<file path="config.mk">
export PLATFORM = sky130hd
export DESIGN_NAME = line_rasterizer_core_flat
export DESIGN_NICKNAME = d
export VERILOG_FILES = /design/src/rtl/core/lr_pkg.sv /design/src/rtl/core/lr_if.sv /design/src/rtl/core/lr_sequencer.sv /design/src/rtl/core/line_rasterizer_core.sv /design/src/flat_wrapper.sv
export SDC_FILE = /design/constraint.sdc
export NUM_CORES = 1
export LEC_CHECK = 0
export BUFFER_PORTS_ARGS = -buffer_cell sky130_fd_sc_hd__buf_2
export CAP_MARGIN = 20
export CORE_MARGIN = 2
export CORE_UTILIZATION = 57
export DETAILED_ROUTE_END_ITERATION = 6
export PLACE_DENSITY = 0.8
export SYNTH_ARGS = -nofsm -noshare
export SYNTH_HDL_FRONTEND = slang
export SYNTH_SLANG_ARGS = --single-unit
</file>
<file path="constraint.sdc">
create_clock -name clk_i -period 7 [get_ports clk_i]
set_input_delay 1.05 -clock clk_i [delete_from_list [all_inputs] [get_ports clk_i]]
set_output_delay 1.05 -clock clk_i [all_outputs]
set_load 0.1 [all_outputs]
</file>
<file path="src/rtl/core/lr_pkg.sv">
// Types, constants and the microcode table of the line rasterizer.
// Depends on nothing; used by the interfaces, the sequencer and the core.
`default_nettype none

package lr_pkg;

  localparam int unsigned X_W   = 10;
  localparam int unsigned Y_W   = 9;
  localparam int unsigned C_W   = 8;
  localparam int unsigned LIM_W = 13;  // holds frame limits up to 8191
  localparam int unsigned PROD_W = 19; // row span times column offset
  localparam int unsigned DIV_STEPS = 10;
  localparam int unsigned CNT_W = 4;

  localparam logic OPERATION_START   = 1'b0;
  localparam logic OPERATION_ADVANCE = 1'b1;

  localparam logic [1:0] MODE_SLOPED   = 2'd0;
  localparam logic [1:0] MODE_VERTICAL = 2'd1;
  localparam logic [1:0] MODE_POINT    = 2'd2;

  localparam int unsigned STEP_W = 3;
  typedef logic [STEP_W-1:0] step_t;

  localparam step_t STEP_ACCEPT = 3'd0;
  localparam step_t STEP_DECODE = 3'd1;
  localparam step_t STEP_ROUTE  = 3'd2;
  localparam step_t STEP_MUL    = 3'd3;
  localparam step_t STEP_DIV    = 3'd4;
  localparam step_t STEP_FIX    = 3'd5;
  localparam step_t STEP_EMIT   = 3'd6;
  localparam step_t STEP_RETRY  = 3'd7;

  typedef enum logic [2:0] {
    OP_IDLE,
    OP_ACCEPT,
    OP_DECODE,
    OP_MUL,
    OP_DIV,
    OP_FIX,
    OP_EMIT
  } op_e;

  typedef enum logic [2:0] {
    C_NEXT,
    C_ALWAYS,
    C_NO_INPUT,
    C_NO_LINE,
    C_NOT_SLOPED,
    C_DIV_MORE,
    C_OUT_FREE
  } cond_e;

  typedef struct packed {
    op_e   op;
    cond_e cond;
    step_t target;
  } lr_ctrl_t;

  typedef struct packed {
    logic no_input;
    logic no_line;
    logic not_sloped;
    logic div_more;
    logic out_free;
  } lr_flags_t;

  // Microcode: one control word per step. A taken condition jumps to the
  // target, otherwise the step counter advances by one.
  function automatic lr_ctrl_t ucode(input step_t step);
    lr_ctrl_t w;
    case (step)
      STEP_ACCEPT: w = '{OP_ACCEPT, C_NO_INPUT,   STEP_ACCEPT};
      STEP_DECODE: w = '{OP_DECODE, C_NO_LINE,    STEP_ACCEPT};
      STEP_ROUTE:  w = '{OP_IDLE,   C_NOT_SLOPED, STEP_EMIT};
      STEP_MUL:    w = '{OP_MUL,    C_NEXT,       STEP_ACCEPT};
      STEP_DIV:    w = '{OP_DIV,    C_DIV_MORE,   STEP_DIV};
      STEP_FIX:    w = '{OP_FIX,    C_NEXT,       STEP_ACCEPT};
      STEP_EMIT:   w = '{OP_EMIT,   C_OUT_FREE,   STEP_ACCEPT};
      STEP_RETRY:  w = '{OP_IDLE,   C_ALWAYS,     STEP_EMIT};
      default:     w = '{OP_IDLE,   C_ALWAYS,     STEP_ACCEPT};
    endcase
    return w;
  endfunction

endpackage

`default_nettype wire

</file>
<file path="src/rtl/core/lr_if.sv">
// Handshake interfaces for the input words and the pixel words.
// Depends on lr_pkg for the field widths.
`default_nettype none

interface lr_item_if;
  import lr_pkg::*;
  logic             valid;
  logic             ready;
  logic             operation;
  logic [X_W-1:0]   x_start;
  logic [Y_W-1:0]   y_start;
  logic [X_W-1:0]   x_end;
  logic [Y_W-1:0]   y_end;
  logic [C_W-1:0]   red_in;
  logic [C_W-1:0]   green_in;
  logic [C_W-1:0]   blue_in;

  modport source (output valid, operation, x_start, y_start, x_end, y_end,
                  red_in, green_in, blue_in, input ready);
  modport sink (input valid, operation, x_start, y_start, x_end, y_end,
                red_in, green_in, blue_in, output ready);
endinterface

interface lr_pixel_if;
  import lr_pkg::*;
  logic             valid;
  logic             ready;
  logic [X_W-1:0]   pixel_x;
  logic [Y_W-1:0]   pixel_y;
  logic [C_W-1:0]   red_out;
  logic [C_W-1:0]   green_out;
  logic [C_W-1:0]   blue_out;
  logic             last_pixel;

  modport source (output valid, pixel_x, pixel_y, red_out, green_out, blue_out,
                  last_pixel, input ready);
  modport sink (input valid, pixel_x, pixel_y, red_out, green_out, blue_out,
                last_pixel, output ready);
endinterface

`default_nettype wire

</file>
<file path="src/rtl/core/lr_sequencer.sv">
// Microcode sequencer: step counter, control store lookup and jump logic.
// Depends on lr_pkg for the control word, the flags and the program.
`default_nettype none

module lr_sequencer (
  input  wire logic              clk_i,
  input  wire logic              rst_ni,
  input  wire lr_pkg::lr_flags_t flags_i,
  output lr_pkg::lr_ctrl_t       ctrl_o
);
  import lr_pkg::*;

  step_t    step_q, step_d;
  lr_ctrl_t ctrl;
  logic     take;

  always_comb begin
    ctrl = ucode(step_q);
    case (ctrl.cond)
      C_NEXT:       take = 1'b0;
      C_ALWAYS:     take = 1'b1;
      C_NO_INPUT:   take = flags_i.no_input;
      C_NO_LINE:    take = flags_i.no_line;
      C_NOT_SLOPED: take = flags_i.not_sloped;
      C_DIV_MORE:   take = flags_i.div_more;
      C_OUT_FREE:   take = flags_i.out_free;
      default:      take = 1'b0;
    endcase
    step_d = take ? ctrl.target : step_q + 1'b1;
  end

  always_ff @(posedge clk_i or negedge rst_ni) begin
    if (!rst_ni) begin
      step_q <= STEP_ACCEPT;
    end else begin
      step_q <= step_d;
    end
  end

  assign ctrl_o = ctrl;

endmodule

`default_nettype wire

</file>
<file path="src/rtl/core/line_rasterizer_core.sv">
// Line rasterizer core: a start word loads two endpoints and a color and yields the
// first pixel of the line; each advance word yields the next pixel, and the final
// pixel carries last_pixel. Sloped lines walk x upward from the smaller column to
// the larger and take y = y0 + (y1-y0)*(x-x0)/(x1-x0), truncated toward zero, so
// steep lines show gaps; vertical lines walk y upward over both endpoints; equal
// endpoints give a single pixel. Endpoints beyond the frame saturate to the last
// column or row on start. An advance word with no line running is consumed and
// yields nothing. The core handles one word at a time under a small microcode
// program: a sloped word passes through accept, decode, route, multiply, ten
// restoring-division steps, row fix-up and emit, and the emit step writes its
// pixel into the pixel register; a vertical or single-point word passes through
// accept, decode, route and emit, and a dropped advance word through accept and
// decode only. Input ready is high only in the accept step; a finished pixel
// sits in the output register while the next word is already being worked on,
// and the emit step waits only if that register is still occupied, passing
// through the retry step before each new try.
// Depends on lr_pkg, lr_if.sv and lr_sequencer.
`default_nettype none

module line_rasterizer_core #(
  parameter int unsigned FRAME_WIDTH  = 640,
  parameter int unsigned FRAME_HEIGHT = 480
) (
  input  wire logic   clk_i,
  input  wire logic   rst_ni,
  lr_item_if.sink     item_i,
  lr_pixel_if.source  pixel_o
);
  import lr_pkg::*;

  // Last valid column and row, used to saturate endpoints on start.
  localparam logic [LIM_W-1:0] XLast = LIM_W'(FRAME_WIDTH - 1);
  localparam logic [LIM_W-1:0] YLast = LIM_W'(FRAME_HEIGHT - 1);

  lr_ctrl_t  ctrl;
  lr_flags_t flags;

  // Captured input word.
  logic           op_q;
  logic [X_W-1:0] xs_q, xe_q;
  logic [Y_W-1:0] ys_q, ye_q;
  logic [3*C_W-1:0] color_in_q;

  // Line state.
  logic [X_W-1:0]   anchor_x_q, far_x_q, step_pos_q;
  logic [Y_W-1:0]   anchor_y_q, far_y_q;
  logic [1:0]       mode_q;
  logic             active_q;
  logic [3*C_W-1:0] color_q;

  // Interpolation datapath.
  logic [X_W-1:0]   dvd_q, rem_q, den_q;
  logic             neg_q;
  logic [CNT_W-1:0] cnt_q;
  logic [Y_W-1:0]   y_q;

  // Output register.
  logic             out_valid_q;
  logic [X_W-1:0]   out_x_q;
  logic [Y_W-1:0]   out_y_q;
  logic [3*C_W-1:0] out_color_q;
  logic             out_last_q;

  // Endpoint saturation for the start word.
  logic [X_W-1:0] ax_c, fx_c;
  logic [Y_W-1:0] ay_c, fy_c;

  // Multiply step: magnitudes of the row span, column offset and column span.
  logic [X_W:0]    dy_s;
  logic [X_W:0]    dt_s;
  logic [X_W:0]    dx_s;
  logic [Y_W-1:0]  dy_mag;
  logic [X_W-1:0]  dt_mag, dx_mag;
  logic [PROD_W-1:0] prod;

  // Division step.
  logic [X_W:0] trial, trial_sub;
  logic         fits;

  // Pixel selection.
  logic [X_W-1:0] px, end_pos;
  logic [Y_W-1:0] py;
  logic           is_last;
  logic           out_free;
  logic           emit;

  lr_sequencer u_lr_sequencer (
    .clk_i   (clk_i),
    .rst_ni  (rst_ni),
    .flags_i (flags),
    .ctrl_o  (ctrl)
  );

  assign item_i.ready = (ctrl.op == OP_ACCEPT);

  always_comb begin
    ax_c = (LIM_W'(xs_q) > XLast) ? XLast[X_W-1:0] : xs_q;
    fx_c = (LIM_W'(xe_q) > XLast) ? XLast[X_W-1:0] : xe_q;
    ay_c = (LIM_W'(ys_q) > YLast) ? YLast[Y_W-1:0] : ys_q;
    fy_c = (LIM_W'(ye_q) > YLast) ? YLast[Y_W-1:0] : ye_q;
  end

  // The quotient never exceeds the row span, so the product's top bits are
  // already below the divisor and ten quotient bits are enough.
  always_comb begin
    dy_s   = (X_W+1)'(far_y_q) - (X_W+1)'(anchor_y_q);
    dt_s   = (X_W+1)'(step_pos_q) - (X_W+1)'(anchor_x_q);
    dx_s   = (X_W+1)'(far_x_q) - (X_W+1)'(anchor_x_q);
    dy_mag = dy_s[X_W] ? Y_W'(-dy_s) : dy_s[Y_W-1:0];
    dt_mag = dt_s[X_W] ? X_W'(-dt_s) : dt_s[X_W-1:0];
    dx_mag = dx_s[X_W] ? X_W'(-dx_s) : dx_s[X_W-1:0];
    prod   = PROD_W'(dy_mag) * PROD_W'(dt_mag);
  end

  always_comb begin
    trial     = {rem_q, dvd_q[X_W-1]};
    fits      = (trial >= (X_W+1)'(den_q));
    trial_sub = trial - (X_W+1)'(den_q);
  end

  always_comb begin
    case (mode_q)
      MODE_SLOPED: begin
        px      = step_pos_q;
        py      = y_q;
        end_pos = (anchor_x_q > far_x_q) ? anchor_x_q : far_x_q;
      end
      MODE_VERTICAL: begin
        px      = anchor_x_q;
        py      = step_pos_q[Y_W-1:0];
        end_pos = (anchor_y_q > far_y_q) ? X_W'(anchor_y_q) : X_W'(far_y_q);
      end
      default: begin
        px      = anchor_x_q;
        py      = anchor_y_q;
        end_pos = step_pos_q;
      end
    endcase
    is_last = (step_pos_q >= end_pos);
  end

  assign out_free = !out_valid_q || pixel_o.ready;
  assign emit     = (ctrl.op == OP_EMIT) && out_free;

  always_comb begin
    flags.no_input   = !item_i.valid;
    flags.no_line    = (op_q == OPERATION_ADVANCE) && !active_q;
    flags.not_sloped = (mode_q != MODE_SLOPED);
    flags.div_more   = (cnt_q != '0);
    flags.out_free   = out_free;
  end

  // Input word capture.
  always_ff @(posedge clk_i) begin
    if (item_i.valid && item_i.ready) begin
      op_q       <= item_i.operation;
      xs_q       <= item_i.x_start;
      ys_q       <= item_i.y_start;
      xe_q       <= item_i.x_end;
      ye_q       <= item_i.y_end;
      color_in_q <= {item_i.red_in, item_i.green_in, item_i.blue_in};
    end
  end

  // Line state: loaded on start, stepped on advance, retired on the last pixel.
  always_ff @(posedge clk_i or negedge rst_ni) begin
    if (!rst_ni) begin
      anchor_x_q <= '0;
      anchor_y_q <= '0;
      far_x_q    <= '0;
      far_y_q    <= '0;
      step_pos_q <= '0;
      mode_q     <= MODE_SLOPED;
      active_q   <= 1'b0;
      color_q    <= '0;
    end else if (ctrl.op == OP_DECODE) begin
      if (op_q == OPERATION_START) begin
        anchor_x_q <= ax_c;
        anchor_y_q <= ay_c;
        far_x_q    <= fx_c;
        far_y_q    <= fy_c;
        color_q    <= color_in_q;
        active_q   <= 1'b1;
        if (ax_c != fx_c) begin
          mode_q     <= MODE_SLOPED;
          step_pos_q <= (ax_c < fx_c) ? ax_c : fx_c;
        end else if (ay_c != fy_c) begin
          mode_q     <= MODE_VERTICAL;
          step_pos_q <= (ay_c < fy_c) ? X_W'(ay_c) : X_W'(fy_c);
        end else begin
          mode_q     <= MODE_POINT;
          step_pos_q <= ax_c;
        end
      end else if (active_q) begin
        step_pos_q <= step_pos_q + 1'b1;
      end
    end else if (emit && is_last) begin
      active_q <= 1'b0;
    end
  end

  // Restoring divider: the dividend's bits shift out at the top as quotient bits
  // shift in at the bottom, so dvd_q holds the quotient after the last step.
  always_ff @(posedge clk_i or negedge rst_ni) begin
    if (!rst_ni) begin
      cnt_q <= '0;
    end else if (ctrl.op == OP_MUL) begin
      cnt_q <= CNT_W'(DIV_STEPS - 1);
    end else if (ctrl.op == OP_DIV) begin
      cnt_q <= cnt_q - 1'b1;
    end
  end

  always_ff @(posedge clk_i) begin
    case (ctrl.op)
      OP_MUL: begin
        rem_q <= X_W'(prod[PROD_W-1:X_W]);
        dvd_q <= prod[X_W-1:0];
        den_q <= dx_mag;
        neg_q <= dy_s[X_W];
      end
      OP_DIV: begin
        rem_q <= fits ? trial_sub[X_W-1:0] : trial[X_W-1:0];
        dvd_q <= {dvd_q[X_W-2:0], fits};
      end
      OP_FIX: begin
        y_q <= neg_q ? anchor_y_q - dvd_q[Y_W-1:0] : anchor_y_q + dvd_q[Y_W-1:0];
      end
      default: begin
      end
    endcase
  end

  // Output register.
  always_ff @(posedge clk_i or negedge rst_ni) begin
    if (!rst_ni) begin
      out_valid_q <= 1'b0;
    end else if (emit) begin
      out_valid_q <= 1'b1;
    end else if (pixel_o.ready) begin
      out_valid_q <= 1'b0;
    end
  end

  always_ff @(posedge clk_i) begin
    if (emit) begin
      out_x_q     <= px;
      out_y_q     <= py;
      out_color_q <= color_q;
      out_last_q  <= is_last;
    end
  end

  assign pixel_o.valid      = out_valid_q;
  assign pixel_o.pixel_x    = out_x_q;
  assign pixel_o.pixel_y    = out_y_q;
  assign pixel_o.red_out    = out_color_q[3*C_W-1:2*C_W];
  assign pixel_o.green_out  = out_color_q[2*C_W-1:C_W];
  assign pixel_o.blue_out   = out_color_q[C_W-1:0];
  assign pixel_o.last_pixel = out_last_q;

endmodule

`default_nettype wire

</file>
<file path="src/flat_wrapper.sv">
// flat-port wrapper written by rule: the top's interface ports become plain ports
module line_rasterizer_core_flat import lr_pkg::*;
#(
  parameter int unsigned FRAME_WIDTH  = 640,
  parameter int unsigned FRAME_HEIGHT = 480
)
  (clk_i, rst_ni, item_i_valid, item_i_operation, item_i_x_start, item_i_y_start, item_i_x_end, item_i_y_end, item_i_red_in, item_i_green_in, item_i_blue_in, item_i_ready, pixel_o_valid, pixel_o_pixel_x, pixel_o_pixel_y, pixel_o_red_out, pixel_o_green_out, pixel_o_blue_out, pixel_o_last_pixel, pixel_o_ready);
  lr_item_if item_i_i ();
  lr_pixel_if pixel_o_i ();
  input  wire logic clk_i;
  input  wire logic rst_ni;
  input wire logic [$bits(item_i_i.valid)-1:0] item_i_valid;
  input wire logic [$bits(item_i_i.operation)-1:0] item_i_operation;
  input wire logic [$bits(item_i_i.x_start)-1:0] item_i_x_start;
  input wire logic [$bits(item_i_i.y_start)-1:0] item_i_y_start;
  input wire logic [$bits(item_i_i.x_end)-1:0] item_i_x_end;
  input wire logic [$bits(item_i_i.y_end)-1:0] item_i_y_end;
  input wire logic [$bits(item_i_i.red_in)-1:0] item_i_red_in;
  input wire logic [$bits(item_i_i.green_in)-1:0] item_i_green_in;
  input wire logic [$bits(item_i_i.blue_in)-1:0] item_i_blue_in;
  output wire logic [$bits(item_i_i.ready)-1:0] item_i_ready;
  output wire logic [$bits(pixel_o_i.valid)-1:0] pixel_o_valid;
  output wire logic [$bits(pixel_o_i.pixel_x)-1:0] pixel_o_pixel_x;
  output wire logic [$bits(pixel_o_i.pixel_y)-1:0] pixel_o_pixel_y;
  output wire logic [$bits(pixel_o_i.red_out)-1:0] pixel_o_red_out;
  output wire logic [$bits(pixel_o_i.green_out)-1:0] pixel_o_green_out;
  output wire logic [$bits(pixel_o_i.blue_out)-1:0] pixel_o_blue_out;
  output wire logic [$bits(pixel_o_i.last_pixel)-1:0] pixel_o_last_pixel;
  input wire logic [$bits(pixel_o_i.ready)-1:0] pixel_o_ready;
  assign item_i_i.valid = item_i_valid;
  assign item_i_i.operation = item_i_operation;
  assign item_i_i.x_start = item_i_x_start;
  assign item_i_i.y_start = item_i_y_start;
  assign item_i_i.x_end = item_i_x_end;
  assign item_i_i.y_end = item_i_y_end;
  assign item_i_i.red_in = item_i_red_in;
  assign item_i_i.green_in = item_i_green_in;
  assign item_i_i.blue_in = item_i_blue_in;
  assign item_i_ready = item_i_i.ready;
  assign pixel_o_valid = pixel_o_i.valid;
  assign pixel_o_pixel_x = pixel_o_i.pixel_x;
  assign pixel_o_pixel_y = pixel_o_i.pixel_y;
  assign pixel_o_red_out = pixel_o_i.red_out;
  assign pixel_o_green_out = pixel_o_i.green_out;
  assign pixel_o_blue_out = pixel_o_i.blue_out;
  assign pixel_o_last_pixel = pixel_o_i.last_pixel;
  assign pixel_o_i.ready = pixel_o_ready;
  line_rasterizer_core #(.FRAME_WIDTH(FRAME_WIDTH), .FRAME_HEIGHT(FRAME_HEIGHT)) u_core (.clk_i(clk_i), .rst_ni(rst_ni), .item_i(item_i_i), .pixel_o(pixel_o_i));
endmodule
</file>
---- Word-level counts from Yosys, hierarchy flattened ----
Memory sizes are Yosys's and may differ from the RTL's.
Cells that the tools add are included.
word-level totals
  bits in registers ....................... 230
  memories kept ........................... 1
  output and inout bits ................... 46
  memory bits (read-only) ................. 64
memory list
  name             words  width  rd ports  clocked after memory_dff  write ports  line          source
  (no name shown)  8      8      1         0                         0            lr_pkg.sv:72  case (step)
cells by class
  reduce and logical (&&, ||, !) cells .... 17
  add/subtract/negate cells ............... 12
  order comparisons ....................... 10
  muxes and demuxes ....................... 33
  equal/unequal tests ..................... 17
  multipliers ............................. 1
  bitwise gates (word level) .............. 1
operators by type and width
  cell                                                    number
  2-to-1 mux 10 bit                                       12
  case mux 10 bit (2 select lines)                        3
  2-to-1 mux 9 bit                                        6
  subtractor 10 x 10 -> 11 bit                            2
  greater-than comparator 10 bit (second input constant)  2
  negator 10 bit                                          2
  multiplier 9 x 10 -> 19 bit                             1
  == test 3 bit (second input constant)                   6
  greater-than comparator 9 bit (second input constant)   2
  case mux 9 bit (2 select lines)                         1
  == test 3 x 2 -> 1 bit (second input constant)          4
  greater-or-equal comparator 11 x 10 -> 1 bit            1
  adder 10 x 1 -> 10 bit (second input constant)          1
  greater-or-equal comparator 10 bit                      1
  greater-than comparator 10 bit                          1
  less-than comparator 10 bit                             1
  != test 10 bit                                          1
  subtractor 10 bit                                       1
  subtractor 9 x 9 -> 10 bit                              1
  adder 9 bit                                             1
  greater-than comparator 9 bit                           1
  less-than comparator 9 bit                              1
  != test 9 bit                                           1
  negator 9 bit                                           1
  19 further kinds                                        37

---- Depth between registers and ports, before layout ----
  word-level depth ........................ 7
  gate-level depth with buffers ........... 29
  gate-level depth less buffers ........... 29

---- Cells and area by module ----
From an unflattened synthesis, not the netlist that was laid out.
second synthesis, totals
  cells, all modules ...................... 1,589
  area total of the unflattened synthesis .. 15,703.8 µm²
by module, submodules not included
  module                seq. area each (µm²)  cells an instance  times used  area each (µm²)
  line_rasterizer_core  6,416.2               1,544              1           15,325.9
  lr_sequencer          75.1                  45                 1           377.9

---- Least setup slack after synthesis ----
Ideal clock, no wire load.
  kind .................................... reg-to-reg
  start point ............................. register u_core.step_pos_q[0]
  end point ............................... register u_core.rem_q[8] (data pin)
  path buffers ............................ 0
  data required time ...................... 6.726 ns
  setup time .............................. 0.274 ns
  period minus slack after synthesis ...... 6.391 ns
  cell stages (with the launch flop) ...... 28
  path slack .............................. 0.609 ns
  data arrival time ....................... 6.117 ns
  path through ............................ dfrtp_1 inv_1 ha_1 inv_1 fa_1 xnor2_1 nand3_1 or3_1 nor3_1 nor2_1 xor2_1 or2_2 fa_1 inv_1 fa_1 inv_1 fa_1 fa_1 inv_1 ha_1 o21a_1 o31ai_1 a21oi_1 o21ai_0 a21oi_1 a31oi_1 xnor2_1 mux2i_1
on the way
  cells in the longest elaborated chain, start to end .. 5
ends and longest elaborated chain
  element                               line                         source
  start, declared                       line_rasterizer_core.sv:45   logic [X_W-1:0] anchor_x_q, far_x_q, step_pos_q;
  start signal, assigned                line_rasterizer_core.sv:186  step_pos_q <= (ax_c < fx_c) ? ax_c : fx_c;
  start signal, assigned                line_rasterizer_core.sv:189  step_pos_q <= (ay_c < fy_c) ? X_W'(ay_c) : X_W'(fy_c);
  start signal, assigned                line_rasterizer_core.sv:195  step_pos_q <= step_pos_q + 1'b1;
  subtractor 10 x 10 -> 11 bit (*)      line_rasterizer_core.sv:107  dt_s = (X_W+1)'(step_pos_q) - (X_W+1)'(anchor_x_q);
  negator 10 bit                        line_rasterizer_core.sv:110  dt_mag = dt_s[X_W] ? X_W'(-dt_s) : dt_s[X_W-1:0];
  2-to-1 mux 10 bit (*)                 line_rasterizer_core.sv:110
  multiplier 9 x 10 -> 19 bit (*)       line_rasterizer_core.sv:112  prod = PROD_W'(dy_mag) * PROD_W'(dt_mag);
  case mux 10 bit (2 select lines) (*)  line_rasterizer_core.sv:215  case (ctrl.op)
  end signal, assigned                  line_rasterizer_core.sv:217  rem_q <= X_W'(prod[PROD_W-1:X_W]);
  end signal, assigned                  line_rasterizer_core.sv:223  rem_q <= fits ? trial_sub[X_W-1:0] : trial[X_W-1:0];
  end, declared                         line_rasterizer_core.sv:52   logic [X_W-1:0] dvd_q, rem_q, den_q;
Mark *: on every way between the ends. The rest lies on a longest branch, timed or not.
A chain may end at the register's enable or synchronous reset.

---- Worst setup path in the final report ----
  start point ............................. register u_core.step_pos_q[0]
  end point ............................... register u_core.rem_q[7] (data pin)
Same word-level chain as after synthesis.

==> impl_metrics.toml <==
[setup_path]
crit_family = "adder cells"
reg2reg_depth = 27
path_class = "reg2reg"
crit_arrival_ps = 6930
critPathMaxStageDelay_ps = 580
startpoint = "u_core.step_pos_q[0]"
required_ps = 7270
cp_common_cell = "inv_1"
cp.depth = 27
crit_path_top_delay_cell = "fa_1"
rr_startpoint = "u_core.step_pos_q[0]"
cp_max_fo = 6
path_buf_inv = 5
end_kind = "flop"
start_kind = "flop"

[floorplanning]
dieArea_um2 = 28100
initial_core_util = 0.583
core_um2 = 26200
fp.dieW_um = 168
num_rows = 59
die_y_um = 168
pin_count = 113

[yosys]
synth_ff_type = "edfxtp_1"
synthesis.nets = 1761
syn_inst = 1505
synth-edff-count = 147
yosys_warnings = 0
synth_area_um2 = 15300
ys_seq_area_frac = 0.425
synth-seq-cells = 230
synth-async-reset-ratio = 0.361
ys_types = 67
syn-mean-instance-area_um2 = 10.2

[layout]
final_cell_area_um2 = 17400
area_growth_pct = 13.8
layoutNonFillerInstCount = 1999
layout.nets = 1901
final_common_cell = "nand2_1"
final_util = 0.664
final_cell_mix = "174 x nand2_1, 154 x inv_1, 150 x nor2_1"
diodes = 0
drive_gt1_frac = 0.151

[placed_design]
io_buffers = 112
place_ws_ps = -12.4
post_dp_cell_area_um2 = 16400
dpl.cell_count = 1943
gp_congestion = 0.963
dp_hpwl_um = 26400

[routing]
wl_um = 35800
ant_nets = 0
drc = 0
drtPass1Iterations = 5
detail_route.wl_per_cell_um = 17.9
vias_per_cell = 5.70
vias = 11391
drtIter0Drc = 689

[timing]
fin_skew_ps = 13.5
period_share = 0.952
setup_violations = 0
worst_slack_ps = 336
period_needed_ps = 6660
worst_pin_slew_ps = 1030
drv_slew = 0
hold_viol = 0
maxSlewHeadroom = 0.309
fmax_mhz = 150

[clock_tree]
cts_buffer_depth = 3
hold_buffers = 0
cts_tree = "built"
clock_latency_ps = 540
ctsHtreeMaxLevel = 1
clock-sinks = 230
cts_buffers = 25
root_buffer = "clkbuf_16"
clk_pin_slew_worst_paths_ps = 60

[hold_path]
hp-class = "in2async"

[global_routing]
grt_pass1_wl_um = 56500
grt_max_degree = 85
grt.total_usage = 0.252
overflow = 0
grt_pass1_vias = 11316
antenna_found_initial = 0

[status]
outcome = "finished clean"

[job]
drv_cap = 0
==> synthesized netlist by cell type (all sizes together), types with 9 or more instances <==
master / number / share of area
inv: 154 / 0.038
o21bai: 9 / 0.0044
nor2b: 21 / 0.0086
fa: 62 / 0.081
nand3: 15 / 0.0049
xor2: 25 / 0.015
dfrtp: 83 / 0.14
nor2: 151 / 0.037
nand2b: 33 / 0.014
or2: 19 / 0.0078
a221o: 11 / 0.0072
xnor2: 52 / 0.031
ha: 127 / 0.10
a21oi: 66 / 0.022
mux2i: 49 / 0.032
clkbuf: 34 / 0.0083
buf: 10 / 0.0035
o21a: 13 / 0.0064
edfxtp: 147 / 0.29
o221ai: 9 / 0.0052
o21ai: 106 / 0.035
nand2: 175 / 0.043
a21o: 17 / 0.0083
mux2: 12 / 0.0096
nor3: 22 / 0.0072
==> layer usage <==
layer	vias up	part of all wire	GRT usage	routed length, um
met5	-	0	0	0
met4	0	0.039	0.0957	1380
met3	99	0.078	0.0577	2790
met2	424	0.47	0.417	16900
met1	5419	0.41	0.324	14800
li1	5449	-	-	-
==> sequential cells by signal, indices dropped and copies added (netlist names), 10 cells and up <==
| register | flops |
|---|---|
| u_core.anchor_x_q | 10 |
| u_core.color_in_q | 24 |
| u_core.color_q | 24 |
| u_core.den_q | 10 |
| u_core.dvd_q | 10 |
| u_core.far_x_q | 10 |
| u_core.out_color_q | 24 |
| u_core.pixel_o.pixel_x | 10 |
| u_core.rem_q | 10 |
| u_core.step_pos_q | 10 |
| u_core.xe_q | 10 |
| u_core.xs_q | 10 |
==> final cells by class <==
cell class | count | area, um2
clock buffer | 39 | 719
tap | 335 | 419
sequential | 230 | 6490
timing repair buffer | 157 | 961
clock inverter | 7 | 56.3
inverter | 154 | 578
fill | 2010 | 8810
multi-input combinational | 1077 | 8170
==> worst reg2reg max path: cells and delay by family (launching register included) <==
family / cells / cell delay (ps)
flip-flops: 1 / 390
adder cells (fa/ha/maj): 7 / 2700
multiplexers: 1 / 90
AO/OA/AOI/OAI: 10 / 2180
buffers and inverters: 5 / 310
XOR/XNOR: 2 / 300
AND/OR/NAND/NOR: 2 / 430
==> cell families (layout without fill, tap and decap cells) <==
group                      Yosys count  after routing  share of synthesized area
and+or+nand+nor                    468            468                      0.137
AOI/OAI and AO/OA                  282            282                      0.117
DFF                                230            230                      0.425
buffers and inverters              198            357                     0.0497
adders and majority gates          189            189                      0.185
xor gates and xnor gates            77             77                     0.0456
muxes                               61             61                     0.0417
==> worst paths after layout <==
kind,to,slack [ps]
setup / recovery,u_core.rem_q[7],340
hold / removal,u_core.color_q[14],370
setup reg to reg,u_core.rem_q[7],340
hold reg to reg,u_core.out_color_q[20],440
max in group asynchronous,u_core.anchor_y_q[5],6000
min in group clk_i,u_core.out_color_q[20],440
==> repair_timing <==
action                                 in CTS  in global routing
setup endpoints to repair                   1                 10
endpoints found under the hold margin       0                  0
gates resized for setup                     1                 22
setup buffers                               0                  7
pin swaps                                   0                  4
==> per-stage QoR <==
stage	TNS (ps)	hold slack (ps)
floorplan	0	415
global placement	0	418
finish	0	365
CTS	0	445
global route	-30.1	378
detailed placement	-12.4	430
Power is not shown: default switching activity piles up to over one toggle a cycle in this logic, so the estimate is an artifact.
